`src/rtl/rme_pkg.sv`:
```
// Shared widths, constants, the arctangent table and the angle finishing function.
package rme_pkg;

   localparam int SW  = 20;
   localparam int DW  = 19;
   localparam int PRW = 39;
   localparam int PW  = 41;
   localparam int NW  = PW - 1;
   localparam int AW  = 18;
   localparam int CW  = 17;
   localparam int QW  = 18;
   localparam int VW  = 33;
   localparam int ZW  = 26;
   localparam int XW  = 34;
   localparam int ANGW = 16;

   localparam int CORDIC_STEPS = 16;
   localparam int STEP_CNT = (CORDIC_STEPS > 32) ? 32 : CORDIC_STEPS;

   localparam int ARG_LAT    = 38;
   localparam int CORDIC_LAT = STEP_CNT + 6;
   localparam int TOT_LAT    = 3 + ARG_LAT + CORDIC_LAT;

   localparam logic signed [ZW-1:0] DEG90   = 26'sd5898240;
   localparam logic signed [ZW-1:0] DEG180  = 26'sd11796480;
   localparam logic signed [ZW-1:0] OUT_LIM = 26'sd23040;
   localparam logic signed [ZW-1:0] RND     = 26'sd128;

   localparam int ATAN_TAB [32] = '{
      2949120, 1740967, 919879, 466945, 234379, 117304, 58666, 29335,
      14668, 7334, 3667, 1833, 917, 458, 229, 115,
      57, 29, 14, 7, 4, 2, 1, 0,
      0, 0, 0, 0, 0, 0, 0, 0
   };

   function automatic logic signed [ANGW-1:0] finish_angle(input logic signed [ZW-1:0] a);
      logic signed [ZW-1:0] f;
      logic signed [ZW-1:0] r;
      if (a > DEG90) begin
         f = DEG180 - a;
      end else if (a < -DEG90) begin
         f = -DEG180 - a;
      end else begin
         f = a;
      end
      r = (f + RND) >>> 8;
      if (r > OUT_LIM) begin
         r = OUT_LIM;
      end else if (r < -OUT_LIM) begin
         r = -OUT_LIM;
      end
      return r[ANGW-1:0];
   endfunction

endpackage

```
`src/rtl/rme_cordic.sv`:
```
// Pipelined vectoring CORDIC that turns a vector into a folded, rounded angle.
module rme_cordic import rme_pkg::*; (
   input  logic                   clock,
   input  logic                   en,
   input  logic signed [PW-1:0]   x,
   input  logic signed [PW-1:0]   y,
   output logic signed [ANGW-1:0] angle
);

   typedef struct packed {
      logic xneg;
      logic yneg;
      logic zero;
   } quad_type;

   quad_type flag_ff [CORDIC_LAT-1];

   logic [PW-1:0] ax_ff, ay_ff, n1x_ff, n1y_ff, n1x_in, n1y_in;
   logic [29:0]   n2x_ff, n2y_ff, n2x_in, n2y_in;
   logic [29:0]   n3x_ff, n3y_ff, n3x_in, n3y_in;
   logic [29:0]   n4x_in, n4y_in;
   logic [PW-1:0] tx, ty;
   logic [29:0]   ux, uy;

   logic signed [XW-1:0] cx_ff [STEP_CNT+1];
   logic signed [XW-1:0] cy_ff [STEP_CNT+1];
   logic signed [ZW-1:0] z_ff  [STEP_CNT+1];
   logic signed [XW-1:0] cx_in [STEP_CNT+1];
   logic signed [XW-1:0] cy_in [STEP_CNT+1];
   logic signed [ZW-1:0] z_in  [STEP_CNT+1];

   logic signed [ZW-1:0]   zf;
   logic signed [ANGW-1:0] angle_ff;

   always_comb begin
      tx = ax_ff;
      ty = ay_ff;
      if (((tx | ty) >> 37) != '0) begin
         tx = tx >> 8;
         ty = ty >> 8;
      end
      if (((tx | ty) >> 33) != '0) begin
         tx = tx >> 4;
         ty = ty >> 4;
      end
      n1x_in = tx;
      n1y_in = ty;
      tx = n1x_ff;
      ty = n1y_ff;
      if (((tx | ty) >> 31) != '0) begin
         tx = tx >> 2;
         ty = ty >> 2;
      end
      if (((tx | ty) >> 30) != '0) begin
         tx = tx >> 1;
         ty = ty >> 1;
      end
      n2x_in = tx[29:0];
      n2y_in = ty[29:0];
      ux = n2x_ff;
      uy = n2y_ff;
      if (((ux | uy) >> 14) == '0) begin
         ux = ux << 16;
         uy = uy << 16;
      end
      if (((ux | uy) >> 22) == '0) begin
         ux = ux << 8;
         uy = uy << 8;
      end
      n3x_in = ux;
      n3y_in = uy;
      ux = n3x_ff;
      uy = n3y_ff;
      if (((ux | uy) >> 26) == '0) begin
         ux = ux << 4;
         uy = uy << 4;
      end
      if (((ux | uy) >> 28) == '0) begin
         ux = ux << 2;
         uy = uy << 2;
      end
      if (((ux | uy) >> 29) == '0) begin
         ux = ux << 1;
         uy = uy << 1;
      end
      n4x_in = ux;
      n4y_in = uy;
      cx_in[0] = $signed(XW'(n4x_in));
      cy_in[0] = $signed(XW'(n4y_in));
      z_in[0]  = '0;
      for (int i = 0; i < STEP_CNT; i++) begin
         if (cy_ff[i] >= 0) begin
            cx_in[i+1] = cx_ff[i] + (cy_ff[i] >>> i);
            cy_in[i+1] = cy_ff[i] - (cx_ff[i] >>> i);
            z_in[i+1]  = z_ff[i] + ZW'(ATAN_TAB[i]);
         end else begin
            cx_in[i+1] = cx_ff[i] - (cy_ff[i] >>> i);
            cy_in[i+1] = cy_ff[i] + (cx_ff[i] >>> i);
            z_in[i+1]  = z_ff[i] - ZW'(ATAN_TAB[i]);
         end
      end
      zf = z_ff[STEP_CNT];
      if (flag_ff[CORDIC_LAT-2].xneg) begin
         zf = DEG180 - zf;
      end
      if (flag_ff[CORDIC_LAT-2].yneg) begin
         zf = -zf;
      end
      if (flag_ff[CORDIC_LAT-2].zero) begin
         zf = '0;
      end
   end

   always_ff @(posedge clock) begin
      if (en) begin
         ax_ff <= x[PW-1] ? PW'(-x) : PW'(x);
         ay_ff <= y[PW-1] ? PW'(-y) : PW'(y);
         flag_ff[0] <= '{xneg: x[PW-1], yneg: y[PW-1], zero: (x == '0) && (y == '0)};
         for (int k = 1; k < CORDIC_LAT - 1; k++) begin
            flag_ff[k] <= flag_ff[k-1];
         end
         n1x_ff <= n1x_in;
         n1y_ff <= n1y_in;
         n2x_ff <= n2x_in;
         n2y_ff <= n2y_in;
         n3x_ff <= n3x_in;
         n3y_ff <= n3y_in;
         for (int i = 0; i <= STEP_CNT; i++) begin
            cx_ff[i] <= cx_in[i];
            cy_ff[i] <= cy_in[i];
            z_ff[i]  <= z_in[i];
         end
         angle_ff <= finish_angle(zf);
      end
   end

   assign angle = angle_ff;

endmodule

```
`config.mk`:
```
export PLATFORM = sky130hd
export DESIGN_NAME = rme_cordic
export DESIGN_NICKNAME = d
export VERILOG_FILES = /design/src/rtl/rme_pkg.sv /design/src/rtl/rme_cordic.sv
export SDC_FILE = /design/constraint.sdc
export NUM_CORES = 2
export LEC_CHECK = 0
export ABC_AREA = 1
export BUFFER_PORTS_ARGS = -buffer_cell sky130_fd_sc_hd__buf_2
export CAP_MARGIN = 30
export CORE_UTILIZATION = 52
export CTS_BUF_LIST = sky130_fd_sc_hd__clkbuf_8
export DETAILED_ROUTE_END_ITERATION = 8
export PLACE_DENSITY_LB_ADDON = 0.2
export SLEW_MARGIN = 20
export SYNTH_ARGS = -nofsm -noshare
export SYNTH_HDL_FRONTEND = slang
export SYNTH_SLANG_ARGS = --single-unit
```
`constraint.sdc`:
```
create_clock -name clock -period 4.72 [get_ports clock]
set_clock_uncertainty 0.2 [all_clocks]
set_input_delay 0.236 -clock clock [delete_from_list [all_inputs] [get_ports clock]]
set_output_delay 0.236 -clock clock [all_outputs]
set_load 0.02 [all_outputs]
```
==> reports/summary.txt <==
Hold Startpoint = en
hold slack final = 0.1475 ns
I/O pin cnt = 100
nets = 17,740
Worst path slowest cell = edfxtp_1
synthesized instance count = 14,060
Placed Area = 142,700 µm²
FP Rows = 181
Tightest Hold Check Type = in -> reg
via count = 105,400
FFs w/ async S/R, synth = 0%
startpoint types = flip-flop
vias in the first global route = 98,310
clock latency at the later pin of the worst-skew pair = 1.10 ns
area growth from synthesis to layout = 25.42%
H-tree level count = 5
slew of the pin with the lowest slew margin = 1.036 ns
most frequent cell after synthesis = nand2_1
cts bufs inserted = 318
DRC = 0
Min-Delay Path Depth = 3
Worst Setup End Kind = flip-flop
CP peak stage delay = 0.42 ns
# setup viols final = 2
Slew Limit Fails = 0
Synth cell types = 58
Seq/Total Area, Yosys = 40.45%
CTS clock-pin slew for the worst setup and hold paths = 0.07 ns
Yosys Warn Count = 0
fmax = 0.2077 GHz
Initial DRT Pass Iterations = 8
critical path launch point = cy_ff[0][455]
Vias/cell = 5.341
global placement routability congestion = 0.9222
first-pass GRT wire length = 497.4 mm
Die W = 496.1 µm
CTS Buffer Depth = 4
grt total ovfl = 0
post-route clock period utilization = 102.0%
Port Buf Inserts = 99
Tmin final = 4.814 ns
gr usage total = 24.85%
Initial Utilization = 52.24%
Final Hold Fails = 0
clk sinks = 1,710
Yosys reg bits = 1,710
post-DR wirelength/cell = 16.37 µm
setup ws final = -0.09385 ns
Worst slew margin = 30.96%
maximum fanout along the worst path = 3
top cells by area, synth = edfxtp_1, ha_1, xor2_1
Final Instance Area = 159,200 µm²
Clock Tree Root = clkbuf_8
area leader, netlist = edfxtp_1
DP HPWL = 236.4 mm
CTS tree = done
worst reg-to-reg path cell count = 32
max-cap violation count = 0
pin count of the biggest net entering global routing = 150
iteration-0 DRC count of the detailed router = 6,979
Commonest cells post-synth = nand2_1, edfxtp_1, a21oi_1
Crit path top cell by count = a21oi_2
initial antenna violation count = 8
RSZ-0062 raised after global routing = yes
Die Ht = 496.1 µm
top cell type's share of synthesized area = 40.45%
Die ar. = 246,100 µm²
Routed Antenna Nets = 0
Post-synth top flop = edfxtp_1
Worst Path Arrival = 5.44 ns
Core Region = 243,000 µm²
layout cells sized above 1 = 21.98%
syn avg cell area = 9.032 µm²
failing checks = setup timing
Post-synth EDFFs = 1,710
CP Class = reg -> reg
worst reg2reg startpoint = cy_ff[0][455]
status = finished with violations
Crit path required time = 5.34 ns
WL final = 323.1 mm
post-synthesis cell area = 126,900 µm²
placed cells by master (no fill, tap or decap), types with 111 or more instances in the layout:
master         Yosys  final
xor2_1          1302   1279
nor2_1          1021    928
nand3_1          591    488
mux2i_1          111    111
o21ai_0          744    498
edfxtp_1        1710   1710
a21oi_2            2    165
buf_4              4   1663
clkbuf_8           0    321
nand2_2           31    263
inv_1           1339   1329
nand2_1         2432   2172
a21oi_1         1443   1264
xnor2_1          631    608
ha_1            1301   1223
nor3_1           221    116
dlygate4sd3_1      0    245
o21ai_1           11    144
final cells by class:
type                            instances  area, µm²
Antenna cell                            4      10.01
Clock buffer                          321       4418
Clock inverter                        223       1662
Fill cell                           19640      83780
Inverter                             1369       5174
Multi-Input combinational cell      10830      76020
Sequential cell                      1710      51350
Tap cell                             3202       4006
Timing Repair Buffer                 2082      16570
critical path: cells and delay by family (launching register included):
kind / cells / cell delay, ns
buffers and inverters: 5 / 0.52
AO/OA/AOI/OAI: 11 / 1.39
adder cells (fa/ha/maj): 1 / 0.32
AND/OR/NAND/NOR: 13 / 1.46
flip-flops: 1 / 0.42
XOR/XNOR: 2 / 0.22
through the flow:
step           instances    TNS (ns)  setup slack [ns]  utilization (%)
4_1_cts            19550    -0.05918          -0.04349            62.47
2_1_floorplan      14150  -0.0002669        -0.0002669                -
3_5_place_dp       18740      -8.369           -0.3459            58.71
5_1_grt            19740      -16.38           -0.4400            65.52
6_report           19740     -0.1297          -0.09385            65.52
3_3_place_gp       18740      -6.418           -0.3941            58.69
path summary, 6_finish.rpt:
check                        to  slack (ns)
hold / removal     cx_ff[0][94]        0.15
setup / recovery  cx_ff[0][509]       -0.09
hold reg to reg   flag_ff[1][6]        0.18
setup reg to reg  cx_ff[0][509]       -0.09
flip-flops by register name, indices dropped and copies added (netlist names):
name and cells:
n1y_ff 41, ax_ff 41, cy_ff 507, n1x_ff 41, n2x_ff 30, angle 16
z_ff 352, n3y_ff 30, cx_ff 488, n3x_ff 30, ay_ff 41, n2y_ff 30
flag_ff 63
cell families after synthesis:
kind of cell	Yosys count	share of synthesized area, %
compound gates	2716	11.66
xor+xnor	1933	13.34
fa+ha+maj	1338	13.41
buf+inv	1607	4.800
flops	1710	40.45
mux	111	0.8752
other cells	1	0.002954
simple gates	4639	15.46
what timing repair did:
action / 4_1_cts / 5_1_grt
hold buffers: 245 / 0
pin swaps: 32 / 613
gates cloned: 1 / 2
setup buffers: 21 / 204
gates resized for setup: 123 / 1562
endpoints found under the setup margin: 80 / 290
endpoints found under the hold margin: 1488 / 0
routing by layer:
layer | GRT usage (%) | share of wire [%]
met2 | 41.33 | 47
met5 | 0 | 0
met1 | 33.71 | 44
met3 | 3.566 | 5.7
met4 | 6.911 | 2.6
Power is not shown: default switching activity piles up to over one toggle a cycle in this logic, so the estimate is an artifact.
