<file path="config.mk">
export PLATFORM = sky130hd
export DESIGN_NAME = rme_arg
export DESIGN_NICKNAME = d
export VERILOG_FILES = /design/src/rtl/rme_pkg.sv /design/src/rtl/rme_arg.sv
export SDC_FILE = /design/constraint.sdc
export NUM_CORES = 2
export LEC_CHECK = 0
export ABC_CLOCK_PERIOD_IN_PS = 19100
export BUFFER_PORTS_ARGS = -buffer_cell sky130_fd_sc_hd__buf_2
export CELL_PAD_IN_SITES_DETAIL_PLACEMENT = 1
export CELL_PAD_IN_SITES_GLOBAL_PLACEMENT = 2
export CORE_ASPECT_RATIO = 1.1
export CORE_UTILIZATION = 45
export CTS_CLUSTER_DIAMETER = 60
export DETAILED_ROUTE_END_ITERATION = 16
export MAX_ROUTING_LAYER = met4
export PLACE_DENSITY_LB_ADDON = 0.25
export SETUP_SLACK_MARGIN = 0.02
export SLEW_MARGIN = 10
export SYNTH_ARGS = -nofsm -noshare
export SYNTH_HDL_FRONTEND = slang
export SYNTH_SLANG_ARGS = --single-unit
</file>
<file path="constraint.sdc">
create_clock -name clock -period 19.1 [get_ports clock]
set_input_delay 1.91 -clock clock [delete_from_list [all_inputs] [get_ports clock]]
set_output_delay 1.91 -clock clock [all_outputs]
set_load 0.03 [all_outputs]
</file>
<file path="src/rtl/rme_pkg.sv">
// Shared widths, constants, the arctangent table and the angle finishing function.
package rme_pkg;

   localparam int SW  = 20;
   localparam int DW  = 19;
   localparam int PRW = 39;
   localparam int PW  = 41;
   localparam int NW  = PW - 1;
   localparam int AW  = 18;
   localparam int CW  = 17;
   localparam int QW  = 18;
   localparam int VW  = 33;
   localparam int ZW  = 26;
   localparam int XW  = 34;
   localparam int ANGW = 16;

   localparam int CORDIC_STEPS = 16;
   localparam int STEP_CNT = (CORDIC_STEPS > 32) ? 32 : CORDIC_STEPS;

   localparam int ARG_LAT    = 38;
   localparam int CORDIC_LAT = STEP_CNT + 6;
   localparam int TOT_LAT    = 3 + ARG_LAT + CORDIC_LAT;

   localparam logic signed [ZW-1:0] DEG90   = 26'sd5898240;
   localparam logic signed [ZW-1:0] DEG180  = 26'sd11796480;
   localparam logic signed [ZW-1:0] OUT_LIM = 26'sd23040;
   localparam logic signed [ZW-1:0] RND     = 26'sd128;

   localparam int ATAN_TAB [32] = '{
      2949120, 1740967, 919879, 466945, 234379, 117304, 58666, 29335,
      14668, 7334, 3667, 1833, 917, 458, 229, 115,
      57, 29, 14, 7, 4, 2, 1, 0,
      0, 0, 0, 0, 0, 0, 0, 0
   };

   function automatic logic signed [ANGW-1:0] finish_angle(input logic signed [ZW-1:0] a);
      logic signed [ZW-1:0] f;
      logic signed [ZW-1:0] r;
      if (a > DEG90) begin
         f = DEG180 - a;
      end else if (a < -DEG90) begin
         f = -DEG180 - a;
      end else begin
         f = a;
      end
      r = (f + RND) >>> 8;
      if (r > OUT_LIM) begin
         r = OUT_LIM;
      end else if (r < -OUT_LIM) begin
         r = -OUT_LIM;
      end
      return r[ANGW-1:0];
   endfunction

endpackage

</file>
<file path="src/rtl/rme_arg.sv">
// Pipelined floor divider and square root that form the yaw sine and cosine operands.
module rme_arg import rme_pkg::*; (
   input  logic                 clock,
   input  logic                 en,
   input  logic signed [PW-1:0] n,
   input  logic signed [SW-1:0] s,
   output logic signed [AW-1:0] a,
   output logic        [CW-1:0] c
);

   logic [NW-1:0] rem_ff [QW+1];
   logic [NW-1:0] rem_in [QW+1];
   logic [QW-1:0] q_ff   [QW+1];
   logic [QW-1:0] q_in   [QW+1];
   logic [SW-1:0] d_ff   [QW+1];
   logic          neg_ff [QW+1];
   logic          ovf_ff [QW+1];

   logic [NW-1:0] nm_in;
   logic [SW-1:0] d_in;
   logic          ovf_in;

   logic [QW:0]          qq;
   logic [CW-1:0]        mag_in;
   logic [CW-1:0]        mag_ff;
   logic signed [AW-1:0] afix_ff;
   logic signed [AW-1:0] afix_in;

   logic [VW-1:0]        srem_ff  [CW+1];
   logic [VW-1:0]        srem_in  [CW+1];
   logic [CW-1:0]        sroot_ff [CW+1];
   logic [CW-1:0]        sroot_in [CW+1];
   logic signed [AW-1:0] sa_ff    [CW+1];
   logic [VW+1:0]        trial;

   always_comb begin
      nm_in  = n[PW-1] ? NW'(-n) : NW'(n);
      d_in   = {s[SW-2:0], 1'b0};
      ovf_in = nm_in >= (NW'(d_in) << QW);
      rem_in[0] = nm_in;
      q_in[0]   = '0;
      for (int j = 0; j < QW; j++) begin
         rem_in[j+1] = rem_ff[j];
         q_in[j+1]   = q_ff[j];
         if (rem_ff[j] >= (NW'(d_ff[j]) << (QW - 1 - j))) begin
            rem_in[j+1] = rem_ff[j] - (NW'(d_ff[j]) << (QW - 1 - j));
            q_in[j+1][QW-1-j] = 1'b1;
         end
      end
      qq = {1'b0, q_ff[QW]} + (QW+1)'(neg_ff[QW] && (rem_ff[QW] != '0));
      if (ovf_ff[QW] || qq > (QW+1)'(65536)) begin
         mag_in = CW'(65536);
      end else begin
         mag_in = qq[CW-1:0];
      end
      afix_in = neg_ff[QW] ? -$signed({1'b0, mag_in}) : $signed({1'b0, mag_in});
      srem_in[0]  = (VW'(1) << 32) - (VW'(mag_ff) * VW'(mag_ff));
      sroot_in[0] = '0;
      trial = '0;
      for (int j = 0; j < CW; j++) begin
         srem_in[j+1]  = srem_ff[j];
         sroot_in[j+1] = sroot_ff[j];
         trial = ((VW+2)'(sroot_ff[j]) << (CW - j)) + ((VW+2)'(1) << (2 * (CW - 1 - j)));
         if ((VW+2)'(srem_ff[j]) >= trial) begin
            srem_in[j+1] = VW'((VW+2)'(srem_ff[j]) - trial);
            sroot_in[j+1][CW-1-j] = 1'b1;
         end
      end
   end

   always_ff @(posedge clock) begin
      if (en) begin
         rem_ff[0] <= rem_in[0];
         q_ff[0]   <= q_in[0];
         d_ff[0]   <= d_in;
         neg_ff[0] <= n[PW-1];
         ovf_ff[0] <= ovf_in;
         for (int j = 0; j < QW; j++) begin
            rem_ff[j+1] <= rem_in[j+1];
            q_ff[j+1]   <= q_in[j+1];
            d_ff[j+1]   <= d_ff[j];
            neg_ff[j+1] <= neg_ff[j];
            ovf_ff[j+1] <= ovf_ff[j];
         end
         mag_ff  <= mag_in;
         afix_ff <= afix_in;
         srem_ff[0]  <= srem_in[0];
         sroot_ff[0] <= sroot_in[0];
         sa_ff[0]    <= afix_ff;
         for (int j = 0; j < CW; j++) begin
            srem_ff[j+1]  <= srem_in[j+1];
            sroot_ff[j+1] <= sroot_in[j+1];
            sa_ff[j+1]    <= sa_ff[j];
         end
      end
   end

   assign a = sa_ff[CW];
   assign c = sroot_ff[CW];

endmodule

</file>
==> key figures <==
Status
  – Outcome: complete, no violations

Detailed routing
  – Routed wirelength normalized by instance count: 21.34 µm
  – TritonRoute pass-1 iters: 5
  – Total number of vias: 71910
  – Number of routed nets with antenna violations: 0
  – Final WL: 283700 µm
  – DRT iter0 DRCs: 3337
  – DRC: 0
  – DR vias/cell: 5.409

Global route
  – Total GRT Usage: 0.2215
  – Vias in the first global route: 78650
  – Initial antenna violation count: 2
  – Largest net degree at the start of global routing: 197
  – Overflow after GRT: 0
  – Global-route wire length before repair: 440300 µm

Worst setup path
  – Req. time, crit path: 19.82 ns
  – Crit path max-delay family: simple AND/OR/NAND/NOR gates
  – Worst path cell trace: buf_2, nor4_1, nand2_1, or4_1, or3_1, or3_1, or4_1, or3_1, o21ai_1, xnor2_1, ha_1, nand3_1, nor4_1, nand4_1, or3_1, nor4_1, nand4_1, o31ai_1, a2111o_1
  – CP peak stage delay: 0.99 ns
  – Most common cell on crit path: or3_1
  – Worst reg-to-reg setup slack: 11.74 ns
  – Slowest cell on the critical path: o31ai_1
  – Nature of the critical path startpoint: input pin
  – Worst EP arrival: around 8.6 ns
  – WS Path Type: input pin to register
  – Critical Path Sink Type: register
  – Critical path buffer and inverter count: 1
  – FF-to-FF End: srem_ff[0][30]$_DFFE_PP_
  – R2R cell count: 23
  – Max Fanout on Critical Path: 6
  – RR Startpoint: mag_ff[4]$_DFFE_PP_

Clock network
  – Clk buf depth: 4
  – CTS Sinks: 2349
  – Root Buffer: clkbuf_16
  – CTS hold repair buffers: 0
  – PostCTS Resize Cnt: 0
  – Postcts setup bufs: 0
  – CTS tree: built
  – Cts bufs inserted: approximately 270
  – Worst-Skew Late Latency: 0.87 ns
  – H-tree depth: 5
  – Clock transition at path regs: 0.06 ns

Pwr
  – Pwr Total: 18.64 mW
  – Net Sw Frac: 0.3368
  – Power per Cell Area: 142.0 mW/mm²
  – VDD IR-drop max: approximately 0.15 mV
  – Clock power frac: 0.273
  – Logic pwr share: 0.319
  – P_leak: 50.96 nW
  – Sequential Power Share: 0.408
  – Int Power: approximately 12 mW
  – P_sw: 6.280 mW

STA
  – Max Slew Vio Count: 0
  – Slew @ Worst Pin: 1.281 ns
  – Fin crit period: 7.893 ns
  – Max Fclk: 126.7 MHz
  – Final Skew: 0.05471 ns
  – Setup Viol. Count Final: 0
  – Fin. Hold Viols: 0
  – Final period util: 0.4132
  – Hold Slack: 0.3964 ns
  – Unrepaired setup endpoints after global routing: no
  – Final setup TNS: 0 ns
  – Slew HR: 0.1381

Placement
  – Hpwl dp: 214900 µm
  – Placed Cells: 12810
  – Port Buffer Count: 96
  – Gpl congestion: 0.8935

Yosys
  – Net count after synthesis: 10300
  – Register area share after synthesis: 0.5988
  – Number of distinct library cells after synthesis: 83
  – Yosys reg bits: 2349
  – Average size of a mapped cell: 12.58 µm²
  – EDFF count, synth: 2349
  – Mapped Area: 0.1178 mm²
  – Synth async-reset ratio: 0
  – Gate Count Post-Synth: 9361
  – Yosys warns: 0
  – Ys flop type: edfxtp_1

Die
  – Core area: ~0.26 mm²
  – Die H: 538.6 µm
  – Ports: 98
  – Die width: 489.8 µm
  – Effective utilization at floorplan: 0.4536
  – Row cnt: 196
  – Die area: 0.2638 mm²

Hold path
  – Hold endpoint: sa_ff[11][2]$_DFFE_PP_
  – Hold crit path type: register to register
  – Hold depth: 0
  – Hold Path Origin: sa_ff[10][2]$_DFFE_PP_

Final layout
  – Share of cells above drive strength 1: 0.07022
  – Final cell count without fillers: 13290
  – Area Growth Syn to Fin: 11.46%
  – Final Net Count: 10560

Flow run
  – Number of max-cap violations: 0
## metrics by stage
step	utilization	area, µm²	worst slack (ns)
2_1_floorplan	-	117800	12.63
3_3_place_gp	0.4719	122600	10.24
3_5_place_dp	0.4720	122600	10.35
4_1_cts	0.5055	131300	11.26
5_1_grt	0.5056	131300	11.05
6_report	0.5056	131300	11.21
## worst max-delay path by stage
stage / start / endpoint / slack (ns) / depth (start not counted)
finish: n[4] / ovf_ff[0]$_DFFE_PP_ / 11.21 / 19
floorplan: mag_ff[5]$_DFFE_PP_ / srem_ff[0][30]$_DFFE_PP_ / 12.63 / 24
detailed placement: n[4] / ovf_ff[0]$_DFFE_PP_ / 10.35 / 19
global placement: n[4] / ovf_ff[0]$_DFFE_PP_ / 10.24 / 19
global route: n[4] / ovf_ff[0]$_DFFE_PP_ / 11.05 / 19
CTS: n[4] / ovf_ff[0]$_DFFE_PP_ / 11.26 / 19
## registers in the layout, summed over array words and instances (netlist names)
name / flops
d_ff: 342
srem_ff: 539
sroot_ff: 153
sa_ff: 312
mag_ff: 17
ovf_ff: 19
neg_ff: 19
rem_ff: 760
afix_ff: 17
q_ff: 171
## logic make-up after synthesis
family / count (synthesis) / share of synthesized area
xor+xnor: 757 / 0.05629
fa+ha+maj: 876 / 0.1073
buf+inv: 1220 / 0.03905
mux: 103 / 0.009570
compound gates: 1660 / 0.08734
other cells: 1 / 0.00003184
simple gates: 2395 / 0.1016
flops: 2349 / 0.5988
## placed cells by master (no fill, tap or decap), types with 140 or more instances in the layout
master     instances
o21ai_0          473
fa_1             224
nor4_1           184
clkbuf_16        277
nand2_1          663
a21oi_1          467
edfxtp_1        2349
ha_1             652
xnor2_1          379
inv_1           1056
nor3_1           203
nand2b_1         140
a21o_1           203
nor2_1           515
xor2_1           378
## power groups by stage
stage / clock, mW / sequential [mW] / combinational (mW)
after global routing: 5.41 / 7.70 / 6.61
final: 5.09 / 7.61 / 5.95
after CTS: 5.23 / 7.62 / 6.03
after floorplan: 0 / 7.39 / 4.23
after global placement: 0 / 7.67 / 5.82
after detailed placement: 0 / 7.72 / 5.96
## layer usage
metal,share of wire,GRT usage
met1,0.35,0.2093
met2,0.56,0.4247
met3,0.029,0.02923
met4,0.061,0.1204
met5,0,-
## layout make-up
type / count / area, µm²
inverter: 1056 / 3964
timing repair buffer: 148 / 960.9
clock buffer: 329 / 7127
multi-input combinational: 5792 / 42790
antenna: 2 / 5.005
clock inverter: 152 / 1574
sequential: 2349 / 70540
tap: 3465 / 4335
fill: 26320 / 128400
## synth_stat cells, types with 11 or more instances
cell type  number  area share
nor3_1        207      0.0088
a2111oi_0      11     0.00082
nand4b_1       17      0.0013
fa_1          224       0.038
nand2b_1      140      0.0074
nor4_1        190       0.010
edfxtp_1     2349        0.60
o21a_1        100      0.0064
o211ai_1       28      0.0018
a211o_1        16      0.0012
or4_1          46      0.0029
xnor2_1       379       0.028
and2_1         54      0.0029
inv_1        1056       0.034
nand2_1       663       0.021
mux2i_1        26      0.0022
nand3_1       117      0.0050
and4_1         14      0.0010
a31oi_1        36      0.0019
nor2b_1        92      0.0049
buf_1          11     0.00035
clkbuf_1      145      0.0046
nor2_1        516       0.016
nand4_1        88      0.0047
nor3b_1        14     0.00089
a211oi_1       36      0.0023
o21ai_0       473       0.020
a21o_1        203       0.013
or2_2          26      0.0014
o21bai_1       49      0.0031
mux2_2         77      0.0074
a21boi_0       32      0.0020
ha_1          652       0.069
o41ai_1        17      0.0013
o22ai_1        13     0.00069
o31ai_1        68      0.0043
and3_1         44      0.0023
xor2_1        378       0.028
a21oi_1       469       0.020
nand3b_1       15     0.00096
nor4b_1        28      0.0021
or3_1         100      0.0053
Power figures use the tool's default switching activity.
